**config.mk**
```make
export PLATFORM = sky130hd
export DESIGN_NAME = wildcard_regex_matcher
export DESIGN_NICKNAME = d
export VERILOG_FILES = /design/src/wrm_pkg.sv /design/src/wrm_cell.sv /design/src/wildcard_regex_matcher.sv
export SDC_FILE = /design/constraint.sdc
export NUM_CORES = 1
export LEC_CHECK = 0
export BUFFER_PORTS_ARGS = -buffer_cell sky130_fd_sc_hd__buf_2
export CAP_MARGIN = 20
export CORE_MARGIN = 2
export CORE_UTILIZATION = 62
export CTS_CLUSTER_SIZE = 28
export DETAILED_ROUTE_END_ITERATION = 6
export PLACE_DENSITY = 0.82
export SLEW_MARGIN = 20
export SYNTH_ARGS = -nofsm -noshare
export SYNTH_HDL_FRONTEND = slang
export SYNTH_HIERARCHICAL = 1
export SYNTH_SLANG_ARGS = --single-unit
```
**constraint.sdc**
```tcl
create_clock -name clk -period 6.9 [get_ports clk]
set_input_delay 0.345 -clock clk [delete_from_list [all_inputs] [get_ports clk]]
set_output_delay 0.345 -clock clk [all_outputs]
set_load 0.01 [all_outputs]
```
**src/wrm_pkg.sv**
```systemverilog
// ----------------------------------------------------------------------------
// wrm_pkg
// Shared types and constants for the wildcard pattern matcher: command codes,
// wildcard bytes, control FSM states and the link between neighboring cells.
// ----------------------------------------------------------------------------
package wrm_pkg;

  localparam logic [7:0] STAR_BYTE = 8'h2A;
  localparam logic [7:0] DOT_BYTE  = 8'h2E;

  typedef enum logic [1:0] {
    CMD_CLEAR   = 2'd0,
    CMD_APPEND  = 2'd1,
    CMD_RESTART = 2'd2,
    CMD_TEXT    = 2'd3
  } cmd_t;

  typedef enum logic [1:0] {
    ST_IDLE,
    ST_RUN,
    ST_FINISH
  } state_t;

  // Update wave handed from cell j-1 to cell j.
  typedef struct packed {
    logic tok;    // wave is at this cell
    logic new_a;  // updated match bit of cell j-1
    logic new_b;  // updated match bit of cell j-2
    logic old_a;  // match bit of cell j-1 before the update
  } link_t;

endpackage

```
**src/wrm_cell.sv**
```systemverilog
// ----------------------------------------------------------------------------
// wrm_cell
// One pattern position: holds a pattern byte, its star flag, an occupied bit
// and the match bit of the prefix ending here. Updates its match bit when the
// wave reaches it and passes the wave on to the next cell.
// ----------------------------------------------------------------------------
module wrm_cell (
  input  logic           clk,
  input  logic           rst,
  input  logic           clear,
  input  logic           append,
  input  logic [7:0]     wr_byte,
  input  logic           star_ok,
  input  logic           occ_left,
  input  logic [7:0]     left_byte,
  input  logic [7:0]     text_byte,
  input  logic           restart,
  input  wrm_pkg::link_t link_in,
  output wrm_pkg::link_t link_out,
  output logic           occ,
  output logic [7:0]     pat,
  output logic           match
);
  import wrm_pkg::*;

  logic       is_star;
  logic       tok;
  logic       new_a;
  logic       new_b;
  logic       old_a;
  logic       write;
  logic       active;
  logic [7:0] atom;
  logic       hit;
  logic       nxt;

  // occupancy is a prefix, so only the first free cell takes the append
  assign write  = append & occ_left & ~occ;
  assign active = link_in.tok & occ;

  // a star cell repeats the byte held one cell to the left
  assign atom = is_star ? left_byte : pat;
  assign hit  = ~restart & ((atom == DOT_BYTE) | (atom == text_byte));
  assign nxt  = is_star ? (link_in.new_b | (match & hit)) : (link_in.old_a & hit);

  always_ff @(posedge clk) begin
    if (rst) begin
      occ <= 1'b0;
      tok <= 1'b0;
    end else begin
      if (clear) begin
        occ <= 1'b0;
      end else if (write) begin
        occ <= 1'b1;
      end
      tok <= active;
    end
  end

  always_ff @(posedge clk) begin
    if (write) begin
      pat     <= wr_byte;
      is_star <= star_ok & (wr_byte == STAR_BYTE);
    end
    if (active) begin
      match <= nxt;
      new_a <= nxt;
      new_b <= link_in.new_a;
      old_a <= match;
    end
  end

  assign link_out = '{tok: tok, new_a: new_a, new_b: new_b, old_a: old_a};

endmodule

```
**src/wildcard_regex_matcher.sv**
```systemverilog
// ----------------------------------------------------------------------------
// wildcard_regex_matcher
// Streaming matcher for patterns with '.' (any byte) and 'x*' (zero or more x).
// ----------------------------------------------------------------------------
// Every accepted command gives one result: whether the text since the last
// restart, append or clear matches the whole loaded pattern, and whether an
// append was dropped because the pattern is full. The pattern lives in a row
// of cells, one per pattern byte, each with the match bit of its prefix. A
// text byte, restart or successful append sends an update wave down the row,
// one cell per cycle; clear and a dropped append send none. One item is
// processed at a time; a new item is taken while the previous result still
// waits in the output register.
module wildcard_regex_matcher #(
  parameter int MAX_PATTERN = 32
) (
  input  logic       clk,
  input  logic       rst,
  input  logic       in_valid,
  output logic       in_ready,
  input  logic [1:0] command,
  input  logic [7:0] symbol,
  output logic       out_valid,
  input  logic       out_ready,
  output logic       matched,
  output logic       pattern_overflow
);
  import wrm_pkg::*;

  localparam int LW = $clog2(MAX_PATTERN + 1);

  state_t      state;
  state_t      state_next;
  cmd_t        cmd;
  logic [LW-1:0] length;
  logic [LW-1:0] cnt;
  logic        row0;
  link_t       head;
  logic        restart_mode;
  logic [7:0]  text_byte;
  logic        ovf;
  logic        full;
  logic        accept;
  logic        load_out;
  logic        do_clear;
  logic        do_append;
  logic        launch;

  link_t              link [MAX_PATTERN+1];
  logic               occ_vec [MAX_PATTERN+1];
  logic [7:0]         byte_vec [MAX_PATTERN+1];
  logic [MAX_PATTERN:0] row;

  assign cmd  = cmd_t'(command);
  assign full = (length == LW'(MAX_PATTERN));

  assign link[0]     = head;
  assign occ_vec[0]  = 1'b1;
  assign byte_vec[0] = 8'h00;
  assign row[0]      = row0;

  for (genvar j = 1; j <= MAX_PATTERN; j++) begin : g_cell
    wrm_cell u_cell (
      .clk       (clk),
      .rst       (rst),
      .clear     (do_clear),
      .append    (do_append),
      .wr_byte   (symbol),
      .star_ok   ((j >= 2) ? 1'b1 : 1'b0),
      .occ_left  (occ_vec[j-1]),
      .left_byte (byte_vec[j-1]),
      .text_byte (text_byte),
      .restart   (restart_mode),
      .link_in   (link[j-1]),
      .link_out  (link[j]),
      .occ       (occ_vec[j]),
      .pat       (byte_vec[j]),
      .match     (row[j])
    );
  end

  // next state
  always_comb begin
    state_next = state;
    case (state)
      ST_IDLE: begin
        if (in_valid) begin
          case (cmd)
            CMD_CLEAR:  state_next = ST_FINISH;
            CMD_APPEND: state_next = full ? ST_FINISH : ST_RUN;
            default:    state_next = (length == '0) ? ST_FINISH : ST_RUN;
          endcase
        end
      end
      ST_RUN: begin
        if (cnt == length) begin
          state_next = ST_FINISH;
        end
      end
      ST_FINISH: begin
        if (load_out) begin
          state_next = ST_IDLE;
        end
      end
      default: state_next = ST_IDLE;
    endcase
  end

  // control outputs
  always_comb begin
    in_ready  = (state == ST_IDLE);
    accept    = in_ready & in_valid;
    load_out  = (state == ST_FINISH) & (~out_valid | out_ready);
    do_clear  = accept & (cmd == CMD_CLEAR);
    do_append = accept & (cmd == CMD_APPEND) & ~full;
    launch    = accept & (cmd != CMD_CLEAR) & ~((cmd == CMD_APPEND) & full);
  end

  always_ff @(posedge clk) begin
    if (rst) begin
      state     <= ST_IDLE;
      length    <= '0;
      row0      <= 1'b1;
      head.tok  <= 1'b0;
      out_valid <= 1'b0;
    end else begin
      state    <= state_next;
      head.tok <= launch;
      if (accept) begin
        head.new_a <= (cmd != CMD_TEXT);
        head.new_b <= 1'b0;
        head.old_a <= row0;
      end
      if (do_clear) begin
        length <= '0;
      end else if (do_append) begin
        length <= length + LW'(1);
      end
      if (do_clear | launch) begin
        row0 <= (cmd != CMD_TEXT);
      end
      if (load_out) begin
        out_valid <= 1'b1;
      end else if (out_ready) begin
        out_valid <= 1'b0;
      end
    end
  end

  always_ff @(posedge clk) begin
    if (accept) begin
      cnt          <= LW'(1);
      restart_mode <= (cmd != CMD_TEXT);
      text_byte    <= symbol;
      ovf          <= (cmd == CMD_APPEND) & full;
    end else if (state == ST_RUN) begin
      cnt <= cnt + LW'(1);
    end
    if (load_out) begin
      matched          <= row[length];
      pattern_overflow <= ovf;
    end
  end

endmodule
```
Word-level counts from Yosys, hierarchy flattened

Cells that the tools add are included.

Add/sub/neg operators: 2
$mul: 0
Div/mod/pow operators: 0
Order comparisons: 1
Eq/ne operators: 74
Shift-type cells: 0
Multiplexer cells: 73
Bitwise logic cells: 300
Reduce and logical (&&, ||, !) cells: 8

Operators with widths:

| operator              | count |
|---|---|
| $eq A8 B6 Y1 const B  | 33 |
| $eq A8 B8 Y1          | 32 |
| $mux W8               | 31 |
| $and A1 B1 Y1         | 198 |
| $or A1 B1 Y1          | 65 |
| $not A1 Y1            | 37 |
| $mux W1               | 34 |
| $add A6 B1 Y6 const B | 2 |
| $mux W2               | 5 |
| $ne A2 B2 Y1 const B  | 4 |
| $lt A6 B7 Y1 const B  | 1 |
| $bmux W1 S6           | 1 |
| $eq A6 B6 Y1          | 1 |
| $eq A6 B6 Y1 const B  | 1 |
| $logic_not A6 Y1      | 1 |
| $pmux W2 S3           | 1 |
| $eq A2 B1 Y1 const B  | 2 |
| $logic_not A2 Y1      | 2 |
| $pmux W2 S2           | 1 |
| $reduce_bool A2 Y1    | 2 |
| $reduce_and A3 Y1     | 1 |
| $eq A2 B2 Y1 const B  | 1 |
| $reduce_and A2 Y1     | 1 |
| $reduce_or A2 Y1      | 1 |

Register bits after elaboration: 475
Bits in latches: 0
Bits in writable memories: 0
Bits in read-only memories: 0
Input port bits: 14
Word-level logic and storage cells: 691
Memories: 0

Logic depth before layout (Yosys ltp)

Word-level depth: 7
Gate-level depth with buffers: 7

Cells and area by module

The synthesis kept the hierarchy.

By module, submodules not included:

| module                 | instances | cells each | area an instance (µm²) | seq. area each (µm²) |
|---|---|---|---|---|
| wrm_cell               | 32        | 61         | 783.3                  | 400.4 |
| wildcard_regex_matcher | 1         | 156        | 1717.9                 | 760.7 |

Worst setup path after synthesis

Ideal clock, no wire load.

Kind: register -> register
From: register length[1]
To: register g_cell[10].u_cell.is_star (enable)
Data arrival time: 3719 ps
Data required time: 6526 ps
Path slack: 2807 ps
Stages on the path, launching flop included: 8
Path through: dfxtp_1 > buf_2 > buf_2 > inv_1 > ha_1 > a211oi_2 > nand2_1 > nor2_1

Word-level cells in the longest chain between the ends: 5

Ends and longest elaborated chain:

| what                        | RTL line                      | RTL |
|---|---|---|
| start: declaration          | wildcard_regex_matcher.sv:34  | `logic [LW-1:0] length;` |
| start signal: assignment    | wildcard_regex_matcher.sv:136 | `length <= length + LW'(1);` |
| $eq A6 B6 Y1                | wildcard_regex_matcher.sv:54  | `assign full = (length == LW'(MAX_PATTERN));` |
| $not A1 Y1                  | wildcard_regex_matcher.sv:114 | `do_append = accept & (cmd == CMD_APPEND) & ~full;` |
| $and A1 B1 Y1               | wildcard_regex_matcher.sv:114 |  |
| via do_append               | wildcard_regex_matcher.sv:45  | `logic do_append;` |
| $and A1 B1 Y1 (2 in series) | wrm_cell.sv:38                | `assign write = append & occ_left & ~occ;` |
| via g_cell[10].u_cell.write | wrm_cell.sv:31                | `logic write;` |
| end signal: assignment      | wrm_cell.sv:63                | `is_star <= star_ok & (wr_byte == STAR_BYTE);` |
| end: declaration            | wrm_cell.sv:26                | `logic is_star;` |

The timed path passes the listed nets, and every way through them passes these cells.
A chain may end at the register's enable or synchronous reset.

Worst setup path in the final report

From: register length[1]
To: register g_cell[15].u_cell.pat[7] (enable)

Word-level cells in the longest chain between the ends: 5

Ends and longest elaborated chain:

| what                        | RTL line                      | RTL |
|---|---|---|
| $eq A6 B6 Y1                | wildcard_regex_matcher.sv:54  |  |
| $not A1 Y1                  | wildcard_regex_matcher.sv:114 |  |
| $and A1 B1 Y1               | wildcard_regex_matcher.sv:114 |  |
| via do_append               | wildcard_regex_matcher.sv:45  |  |
| $and A1 B1 Y1 (2 in series) | wrm_cell.sv:38                |  |
| via g_cell[15].u_cell.write | wrm_cell.sv:31                |  |
| end signal: assignment      | wrm_cell.sv:62                | `pat <= wr_byte;` |
| end: declaration            | wrm_cell.sv:21                | `output logic [7:0] pat,` |

The timed path passes the listed nets, and every way through them passes these cells.

==> impl_metrics.tcl <==
set metrics [dict create \
    slew_viol_final 0 \
    globalplace.congestion 0.860 \
    wire_per_inst_um 23.9 \
    finalInstanceArea_um2 27500 \
    numPortBuffers 17 \
    rsz0062_at_grt "no" \
    synth_area_um2 26700 \
    grt-ovfl-total 0 \
    fin_nets 2058 \
    drive_gt1_frac 0.109 \
    cts_setup_buffers 0 \
    cts_hold_buffers 0 \
    cp.arrival_ps 3400 \
    drt-total-wl_um 62700 \
    cts_root_buf "clkbuf_16" \
    dr.pass1.iters 7 \
    fin_tns_setup_ps 0 \
    grt_max_degree 71 \
    avgSynthCellArea_um2 12.7 \
    status "finished, violations left" \
    hold_depth 3 \
    finalWorstSetupSlack_ps 3710 \
    r2r_cells 6 \
    core_um2 42200 \
    crit_type "flip-flop to flip-flop" \
    clkLatencyLatePin_ps 590 \
    grt_first_pass_wirelength_um 96900 \
    num_rows 75 \
    critPathCaptureType "flip-flop" \
    ctsResizeCount 0 \
    antenna_found_initial 1 \
    tritoncts "built" \
    die-area_um2 44700 \
    htree_levels 2 \
    tightest_slew_ps 1200 \
    whs_ps 102 \
    violations "design-rule violations" \
    final-hold-violation-count 0 \
    hpwl_um 38400 \
    fin_cells 2620 \
    layout_common_cells "edfxtp_1 (396), mux2i_1 (294), xnor2_1 (136), xor2_1 (135), nand2_1 (133)" \
    clockBufferDepth 3 \
    leakagePower_uw 0.0103 \
    place_area_um2 25800 \
    fmax_mhz 313 \
    grtUsageTotal 0.281 \
    die_w_um 211 \
    clk_pin_slew_ps 60 \
    die_h_um 211 \
    start_util 0.631 \
    place_ws_ps 3760 \
    layout_commonest_cell "edfxtp_1" \
    setup_viol 0 \
    synthCells 2099 \
    dr.first_iter.drc_count 1896 \
    final.period_utilization 0.463 \
    min-delay-path-class "input pin to flip-flop" \
    dp_cells 2530 \
    cp_data_required_time_ps 7110 \
    layout_min_cycle_time_ps 3190 \
    via_count 17000 \
    area_growth_pct 3.07 \
    slew_headroom 0.203 \
    clock_sinks 476 \
    via_per_inst 6.47 \
    ys_warn_count 6 \
    numCtsBuffers 47 \
    worstPathMaxFanout 38 \
    drc_errors 1 \
    start_kind "flip-flop" \
    power_density_nw_per_um2 226 \
    ios 18 \
    skew_ps 25.2 \
    max-vdd-ir-drop_uv 182 \
    ant_nets 0 \
    grt_pass1_vias 16800 \
    maxCapViolations 0 \
]
[critical path: stages (launching register included)]
cell and delay (ps):
dfxtp_1 830, inv_1 110, ha_1 350, a211oi_4 280, buf_4 500, nand2_1 150, nor2_1 560
[through the flow]
step                power, uW  utilization
floorplan                3410            -
global placement         3560        0.611
detailed placement       3570        0.611
CTS                      6210        0.650
global route             6340        0.651
finish                   6200        0.651
[layout make-up]
cell class | count | area, um^2
antenna | 1 | 2.50
inverter | 7 | 26.3
timing repair buffer | 41 | 285
sequential | 476 | 13500
multi-input combinational | 1468 | 11400
tap | 539 | 674
clock buffer | 68 | 1390
fill | 3044 | 14800
clock inverter | 20 | 251
[where the power goes]
group          switching, uW  internal [uW]  total, uW
Sequential              42.3           3110       3160
Combinational            243            122        365
Clock                   1090           1590       2680
[state kept, by name, indices dropped and copies added (netlist names)]
register,count
matched,1
g_cell.u_cell/new_b,31
g_cell.u_cell/new_a,32
g_cell.u_cell/tok,31
state,2
restart_mode,1
g_cell.u_cell/old_a,31
g_cell.u_cell/pat,256
cnt,6
g_cell.u_cell/occ,32
ovf,1
row0,1
head,3
out_valid,1
text_byte,8
g_cell.u_cell/is_star,32
length,6
pattern_overflow,1
[worst paths after layout]
kind	from	end	slack, ps
setup / recovery	length[1]	g_cell[15].u_cell/pat[7]	3710
hold / removal	out_ready	out_valid	100
setup reg to reg	length[1]	g_cell[15].u_cell/pat[7]	3710
hold reg to reg	ovf	pattern_overflow	420
[routing by layer]
| layer | vias to the layer above | share of wire | track usage |
|---|---|---|---|
| met5 | - | 0 | 0 |
| met4 | 0 | 0.036 | 0.120 |
| met3 | 157 | 0.085 | 0.0427 |
| met2 | 819 | 0.48 | 0.461 |
| met1 | 8379 | 0.40 | 0.376 |
| li1 | 7599 | - | - |
Note: power is estimated with default switching activity, not from simulation.
